===== src/swra_pkg.sv =====
// shared types and constants for the stack with running average unit
// operation and status codes, controller states, default sizes; no dependencies
`timescale 1ns / 1ps

package swra_pkg;

  localparam int DEF_STACK_DEPTH = 64;
  localparam int DEF_VALUE_WIDTH = 32;
  // fraction bits of the fixed-point mean
  localparam int FRAC_BITS = 8;

  typedef enum logic [1:0] {
    OP_QUERY = 2'd0,
    OP_PUSH  = 2'd1,
    OP_POP   = 2'd2
  } op_e;

  typedef enum logic [1:0] {
    ST_OK        = 2'd0,
    ST_POP_EMPTY = 2'd1,
    ST_PUSH_FULL = 2'd2
  } status_e;

  typedef enum logic [1:0] {
    S_IDLE = 2'd0,
    S_PREP = 2'd1,
    S_DIV  = 2'd2,
    S_DONE = 2'd3
  } state_e;

endpackage


===== src/stack_with_running_average_unit.sv =====
// an accepted request passes S_PREP, S_DIV and S_DONE; the divider for the mean works on DIV_W =
//   VALUE_WIDTH + clog2(STACK_DEPTH) + 8 bits (46 at default sizes); S_DIV is skipped when the stack ends empty
// one request at a time: no new request is taken until its result is loaded; the restoring divider
//   for the mean yields one quotient bit per cycle; a stalled result waits at the end
// reset: asynchronous, active low; stack empty, zero sum, element storage left uncleared
// depends on swra_pkg
`timescale 1ns / 1ps

module stack_with_running_average_unit #(
  parameter int STACK_DEPTH = swra_pkg::DEF_STACK_DEPTH,
  parameter int VALUE_WIDTH = swra_pkg::DEF_VALUE_WIDTH
) (
  input  logic                                             clk_i,
  input  logic                                             rst_ni,
  // request channel
  input  logic                                             in_valid_i,
  output logic                                             in_stall_o,
  input  logic [1:0]                                       operation_i,
  input  logic signed [VALUE_WIDTH-1:0]                    push_value_i,
  // result channel
  output logic                                             out_valid_o,
  input  logic                                             out_stall_i,
  output logic [1:0]                                       status_o,
  output logic                                             is_empty_o,
  output logic [$clog2(STACK_DEPTH+1)-1:0]                 element_count_o,
  output logic                                             top_valid_o,
  output logic signed [VALUE_WIDTH-1:0]                    top_value_o,
  output logic signed [VALUE_WIDTH+swra_pkg::FRAC_BITS-1:0] mean_fixed_o
);
  import swra_pkg::*;

  // count holds 0..STACK_DEPTH, address holds 0..STACK_DEPTH-1
  localparam int CNT_W  = $clog2(STACK_DEPTH + 1);
  localparam int AW     = (STACK_DEPTH > 1) ? $clog2(STACK_DEPTH) : 1;
  // sum of STACK_DEPTH signed values can never overflow this width
  localparam int SUM_W  = VALUE_WIDTH + $clog2(STACK_DEPTH);
  // scaled dividend magnitude, one quotient bit per cycle
  localparam int DIV_W  = SUM_W + FRAC_BITS;
  localparam int MEAN_W = VALUE_WIDTH + FRAC_BITS;
  localparam int BIT_W  = $clog2(DIV_W);

  // controller
  state_e state_q, state_d;

  // stack bookkeeping
  logic [CNT_W-1:0]              fill_q, fill_d;
  logic signed [SUM_W-1:0]       sum_q, sum_d;
  logic signed [VALUE_WIDTH-1:0] top_q;
  status_e                       status_q, status_d;
  logic                          pop_q;

  // element storage, registered read port
  logic signed [VALUE_WIDTH-1:0] mem [STACK_DEPTH];
  logic signed [VALUE_WIDTH-1:0] rd_q;
  logic [AW-1:0]                 rd_addr;
  logic                          mem_we;

  // serial divider: shreg_q carries dividend bits out at the top and quotient bits in
  logic [DIV_W-1:0]              shreg_q;
  logic [CNT_W-1:0]              rem_q;
  logic                          neg_q;
  logic [BIT_W-1:0]              bit_q;
  logic [SUM_W-1:0]              sum_mag;
  logic [CNT_W:0]                rem_sh;
  logic [CNT_W:0]                rem_sub;
  logic                          q_bit;

  // result register
  logic                          out_valid_q;
  status_e                       res_status_q;
  logic                          res_empty_q;
  logic [CNT_W-1:0]              res_count_q;
  logic                          res_top_valid_q;
  logic signed [VALUE_WIDTH-1:0] res_top_q;
  logic signed [MEAN_W-1:0]      res_mean_q;

  logic                          in_acc;
  logic                          res_free;
  logic                          res_load;

  // the result register can take a new result when empty or being drained
  assign res_free = !out_valid_q || !out_stall_i;

  // new top after a pop sits two below the old count
  assign rd_addr = AW'(fill_q - CNT_W'(2));

  // magnitude of the sum; the most negative sum still fits unsigned
  assign sum_mag = sum_q[SUM_W-1] ? SUM_W'(-sum_q) : SUM_W'(sum_q);

  // one restoring step against the element count
  assign rem_sh  = {rem_q, shreg_q[DIV_W-1]};
  assign rem_sub = rem_sh - {1'b0, fill_q};
  assign q_bit   = (rem_sh >= {1'b0, fill_q});

  // next state, handshake and stack update
  always_comb begin
    state_d    = state_q;
    in_stall_o = 1'b1;
    in_acc     = 1'b0;
    res_load   = 1'b0;
    fill_d     = fill_q;
    sum_d      = sum_q;
    status_d   = status_q;
    mem_we     = 1'b0;
    unique case (state_q)
      S_IDLE: begin
        in_stall_o = 1'b0;
        if (in_valid_i) begin
          in_acc   = 1'b1;
          status_d = ST_OK;
          state_d  = S_PREP;
          unique case (operation_i)
            OP_PUSH: begin
              if (fill_q >= CNT_W'(STACK_DEPTH)) begin
                status_d = ST_PUSH_FULL;
              end else begin
                mem_we = 1'b1;
                fill_d = fill_q + 1'b1;
                sum_d  = sum_q + SUM_W'(push_value_i);
              end
            end
            OP_POP: begin
              if (fill_q == '0) begin
                status_d = ST_POP_EMPTY;
              end else begin
                fill_d = fill_q - 1'b1;
                sum_d  = sum_q - SUM_W'(top_q);
              end
            end
            // query, and the unused code, leave the stack alone
            default: ;
          endcase
        end
      end
      S_PREP: begin
        // an empty stack has a zero sum, so the mean is already zero
        state_d = (fill_q == '0) ? S_DONE : S_DIV;
      end
      S_DIV: begin
        if (bit_q == BIT_W'(DIV_W - 1)) begin
          state_d = S_DONE;
        end
      end
      S_DONE: begin
        if (res_free) begin
          res_load = 1'b1;
          state_d  = S_IDLE;
        end
      end
      default: state_d = S_IDLE;
    endcase
  end

  always_ff @(posedge clk_i or negedge rst_ni) begin
    if (!rst_ni) begin
      state_q     <= S_IDLE;
      fill_q      <= '0;
      sum_q       <= '0;
      status_q    <= ST_OK;
      pop_q       <= 1'b0;
      out_valid_q <= 1'b0;
    end else begin
      state_q  <= state_d;
      fill_q   <= fill_d;
      sum_q    <= sum_d;
      status_q <= status_d;
      if (in_acc) begin
        pop_q <= (operation_i == OP_POP) && (fill_q != '0);
      end
      if (res_load) begin
        out_valid_q <= 1'b1;
      end else if (!out_stall_i) begin
        out_valid_q <= 1'b0;
      end
    end
  end

  // storage, written on push and read every cycle
  always_ff @(posedge clk_i) begin
    if (mem_we) begin
      mem[AW'(fill_q)] <= push_value_i;
    end
    rd_q <= mem[rd_addr];
  end

  // top of stack and divider datapath
  always_ff @(posedge clk_i) begin
    if (mem_we) begin
      top_q <= push_value_i;
    end else if (state_q == S_PREP && pop_q) begin
      top_q <= rd_q;
    end
    if (state_q == S_PREP) begin
      shreg_q <= {sum_mag, FRAC_BITS'(0)};
      neg_q   <= sum_q[SUM_W-1];
      rem_q   <= '0;
      bit_q   <= '0;
    end else if (state_q == S_DIV) begin
      shreg_q <= {shreg_q[DIV_W-2:0], q_bit};
      rem_q   <= q_bit ? rem_sub[CNT_W-1:0] : rem_sh[CNT_W-1:0];
      bit_q   <= bit_q + 1'b1;
    end
  end

  // result register
  always_ff @(posedge clk_i) begin
    if (res_load) begin
      res_status_q    <= status_q;
      res_empty_q     <= (fill_q == '0);
      res_count_q     <= fill_q;
      res_top_valid_q <= (fill_q != '0);
      res_top_q       <= (fill_q != '0) ? top_q : '0;
      // truncation toward zero: divide the magnitude, then restore the sign
      res_mean_q      <= MEAN_W'(neg_q ? -shreg_q : shreg_q);
    end
  end

  assign out_valid_o     = out_valid_q;
  assign status_o        = res_status_q;
  assign is_empty_o      = res_empty_q;
  assign element_count_o = res_count_q;
  assign top_valid_o     = res_top_valid_q;
  assign top_value_o     = res_top_q;
  assign mean_fixed_o    = res_mean_q;

  // count never passes the depth
  a_fill_bound: assert property (@(posedge clk_i) disable iff (!rst_ni)
    fill_q <= CNT_W'(STACK_DEPTH))
    else $error("fill level beyond stack depth");

  // a push into a stack with room grows it by one
  a_push_grows: assert property (@(posedge clk_i) disable iff (!rst_ni)
    in_acc && operation_i == OP_PUSH && fill_q < CNT_W'(STACK_DEPTH)
      |=> fill_q == $past(fill_q) + 1'b1)
    else $error("push did not grow the stack");

  // a pop on an empty stack leaves it empty
  a_pop_empty: assert property (@(posedge clk_i) disable iff (!rst_ni)
    in_acc && operation_i == OP_POP && fill_q == '0 |=> fill_q == '0)
    else $error("pop on empty stack changed the count");

  // the partial remainder stays below the divisor
  a_rem_bound: assert property (@(posedge clk_i) disable iff (!rst_ni)
    state_q == S_DIV |-> rem_q < fill_q)
    else $error("divider remainder out of range");

  // an empty result carries no top and a zero mean
  a_empty_result: assert property (@(posedge clk_i) disable iff (!rst_ni)
    out_valid_o && is_empty_o |-> !top_valid_o && mean_fixed_o == '0)
    else $error("empty result with top or mean set");

endmodule

===== config.mk =====
export PLATFORM = sky130hd
export DESIGN_NAME = stack_with_running_average_unit
export DESIGN_NICKNAME = d
export VERILOG_FILES = /design/src/swra_pkg.sv /design/src/stack_with_running_average_unit.sv
export SDC_FILE = /design/constraint.sdc
export NUM_CORES = 2
export LEC_CHECK = 0
export ABC_CLOCK_PERIOD_IN_PS = 8000
export BUFFER_PORTS_ARGS = -buffer_cell sky130_fd_sc_hd__buf_4
export CAP_MARGIN = 20
export CELL_PAD_IN_SITES_DETAIL_PLACEMENT = 1
export CELL_PAD_IN_SITES_GLOBAL_PLACEMENT = 1
export CORE_ASPECT_RATIO = 0.9
export CORE_UTILIZATION = 50
export CTS_BUF_LIST = sky130_fd_sc_hd__clkbuf_8 sky130_fd_sc_hd__clkbuf_16
export CTS_CLUSTER_SIZE = 16
export DETAILED_ROUTE_END_ITERATION = 8
export GPL_ROUTABILITY_DRIVEN = 1
export MAX_ROUTING_LAYER = met4
export PLACE_DENSITY_LB_ADDON = 0.3
export SYNTH_ARGS = -nofsm -noshare
export SYNTH_HDL_FRONTEND = slang
export SYNTH_SLANG_ARGS = --single-unit

===== constraint.sdc =====
create_clock -name clk_i -period 8 [get_ports clk_i]
set_clock_uncertainty 0.15 [all_clocks]
set_input_delay 1.6 -clock clk_i [delete_from_list [all_inputs] [get_ports clk_i]]
set_output_delay 1.6 -clock clk_i [all_outputs]
set_load 0.01 [all_outputs]

==> flow_summary.ini <==
[run_status]
status = complete, no violations

[worst_setup_path]
slowest_delay_ns = 0.68
cp_max_fo = 10
cp.required_ns = 8.61
cp_top_family = simple AND/OR/NAND/NOR gates
cp-end-kind = flip-flop
arrival_ns = 6.55
cp_slowest_cell = o311ai_0
crit_chain = buf_4 -> inv_1 -> ha_1 -> nand2b_1 -> or3_1 -> nand2b_1 -> or3_1 -> nor2_1 -> nand2_1 -> xnor2_1 -> nand2_1 -> o21ai_0 -> ha_1 -> and3_1 -> nand4_1 -> o311ai_0 -> o31a_1 -> mux2i_1 -> xor2_1
setup.worst_path.start_class = input pin
path_class = input pin to flip-flop
path_buf_inv = 2

[run]
maxCapViolCount = 0

[clock_network]
cts_root_buffer = clkbuf_16
tritoncts = built
worstSkewPairLatency_ns = 0.87
path_clk_slew_ns = 0.06
h-tree-depth = 4
cts_hold_buffers = 0
cts_max_path_buffers = 3
post_cts_buffers = 0
post_cts_resized = 0
cts_sinks = 2306
cts_inserted_buffers = 220

[logic_synthesis]
netlist.area_leader.share = 0.719
synthTopCellsByArea = edfxtp_1 72%, mux4_2 15%, dfrtp_1 1.4%
synth_edf_count = 2202
synthTopCellsByCount = 2202 x edfxtp_1, 630 x mux4_2, 284 x nand2_1
async_flop_share = 0.0221
synth_warnings = 0
synth_mux_area_frac = 0.156
yosysMostFrequentCell = edfxtp_1
postSynthCellCount = 4532
synth_nets = 4639
yosys_most_used_dff = edfxtp_1
ys_types = 62
ys_seq_area_frac = 0.744
synthSimpleGateAreaFrac = 0.0338
netlist_area_um2 = 92000
synth_top_family_by_area = multiplexers
yosys.area.top_type = edfxtp_1
synthXorXnorAreaFrac = 0.0137
synthAdderAreaFrac = 0.00963
post_synth.cell_area_avg_um2 = 20.3
synth_compound_area_frac = 0.0317
ys_ff_latch = 2306

[power]
switching_share = 0.221
power.leakage_uw = 0.0337
powerDensity_nw_per_um2 = 245
p_total_uw = 25600
p_comb_frac = 0.067
p_int_uw = 19900
pwr-share-clk = 0.415
pwr-share-seq = 0.518
power.switching_uw = 5640
ir_drop_uv = 231

[timing]
drv_slew = 0
slew_headroom = 0.197
rsz0062_at_grt = false
period_share = 0.742
hold_viol = 0
setup_viol = 0
post-route-min-period_ns = 5.94
whs_ns = 0.309
fin_setup_tns_ns = 0
fmax_ghz = 0.168
worstMarginPinSlew_ns = 1.20

[global_routing]
antenna_found_initial = 24
grt-ovfl-total = 0
grt_max_degree = 122
grt_pass1_wl_um = 365000
grtUsageTotal = 0.290
grt_pass1_vias = 49100

[floorplanning]
start_util = 0.506
core.rowCount = 148
die_w_um = 454
die_y_um = 409
dieArea_um2 = 186000
ioPinCount = 123
core_area_um2 = 182000

[final_layout]
nFillCells = 15500
syn_to_final_growth_pct = 13.5
multi_input_area_um2 = 23100
final_layout_size_suffix_gt1_frac = 0.264
regArea_um2 = 68500
design_area_um2 = 104000
nNetsFinal = 4902

[drt]
drcViolationCount = 0
dr.pass1.iters = 9
wl_um = 259000
drt-wirelength-per-cell_um = 35.1
via_per_inst = 6.44
drt-initial-drc-count = 6555
postRouteAntennaNets = 0
dr_total_vias = 47600

[place]
portBuffers = 122
dp_hpwl_um = 155000
place_area_um2 = 96900
gp_congestion = 0.851

[min_path]
min_path_type = flip-flop to flip-flop
-- state kept, by name, indices dropped and copies added (netlist names), 7 cells and up --
name	flops
top_q	32
mean_fixed_o	40
rem_q	7
fill_q	7
rd_q	32
shreg_q	46
mem	2048
top_value_o	32
element_count_o	7
sum_q	38
-- logic make-up after synthesis --
| kind of cell | after synthesis |
|---|---|
| DFF | 2306 |
| xor gates and xnor gates | 144 |
| AOI/OAI and AO/OA | 440 |
| buffers and inverters | 259 |
| and+or+nand+nor | 665 |
| adders and majority gates | 69 |
| muxes | 649 |
-- placed cells by master, fill, tap and decap left out, types with 42 or more instances in the layout --
cell / synthesis / final
clkinv_1: 2 / 46
ha_1: 66 / 63
edfxtp_1: 2202 / 2202
nor2_1: 133 / 69
a21oi_1: 94 / 94
nor2_4: 0 / 64
dfxtp_1: 53 / 53
a211oi_1: 50 / 50
dfrtp_1: 51 / 49
o21ai_0: 97 / 97
and2_1: 46 / 46
inv_1: 29 / 75
clkbuf_16: 0 / 222
buf_4: 0 / 250
xor2_1: 43 / 42
nand2_1: 284 / 284
xnor2_1: 101 / 97
mux4_2: 630 / 630
-- per-stage QoR --
| step | std cells | setup WS (ns) | util |
|---|---|---|---|
| floorplan | 4532 | 1.77 | - |
| global placement | 6966 | 1.36 | 0.532 |
| detailed placement | 6970 | 1.24 | 0.533 |
| CTS | 7384 | 2.13 | 0.574 |
| global route | 7391 | 1.82 | 0.574 |
| finish | 7393 | 2.06 | 0.574 |
-- power by group through the flow --
stage	Sequential, uW	Combinational, uW	Clock (uW)
after floorplan	13500	1020	0
after global placement	13500	1650	0
after detailed placement	13500	1690	0
after CTS	13300	1690	10700
after global routing	13300	1810	11100
final	13300	1700	10600
-- path summary, 6_finish.rpt --
path,from,endpoint,slack [ns],depth (start not counted)
hold reg to reg,status_q[1]$_DFFE_PN0P_,status_o[1]$_DFFE_PP_,0.31,0
setup / recovery,push_value_i[0],sum_q[37]$_DFFE_PN0P_,2.06,19
hold / removal,status_q[1]$_DFFE_PN0P_,status_o[1]$_DFFE_PP_,0.31,0
min in group asynchronous,rst_ni,state_q[0]$_DFFE_PN0P_,0.64,1
setup reg to reg,state_q[0]$_DFFE_PN0P_,mem[59][15]$_DFFE_PP_,3.05,7
max in group asynchronous,rst_ni,fill_q[1]$_DFFE_PN0P_,6.51,1
-- layer usage --
layer	wire length [um]	track usage	up-vias
met3	28900	0.0843	409
li1	-	-	19300
met5	0	-	-
met4	6760	0.0773	0
met2	122000	0.434	2569
met1	102000	0.392	25400
-- area by class of cell --
cell class | instances | area share
well taps | 2400 | 0.0288
repair buffers | 268 | 0.0217
inverters | 32 | 0.00115
clock inverters | 179 | 0.0161
diodes | 6 | 0.000144
flip-flops and latches | 2306 | 0.656
multi-input cells | 1967 | 0.222
clock buffers | 235 | 0.0549
(Power assumes the default switching activity.)
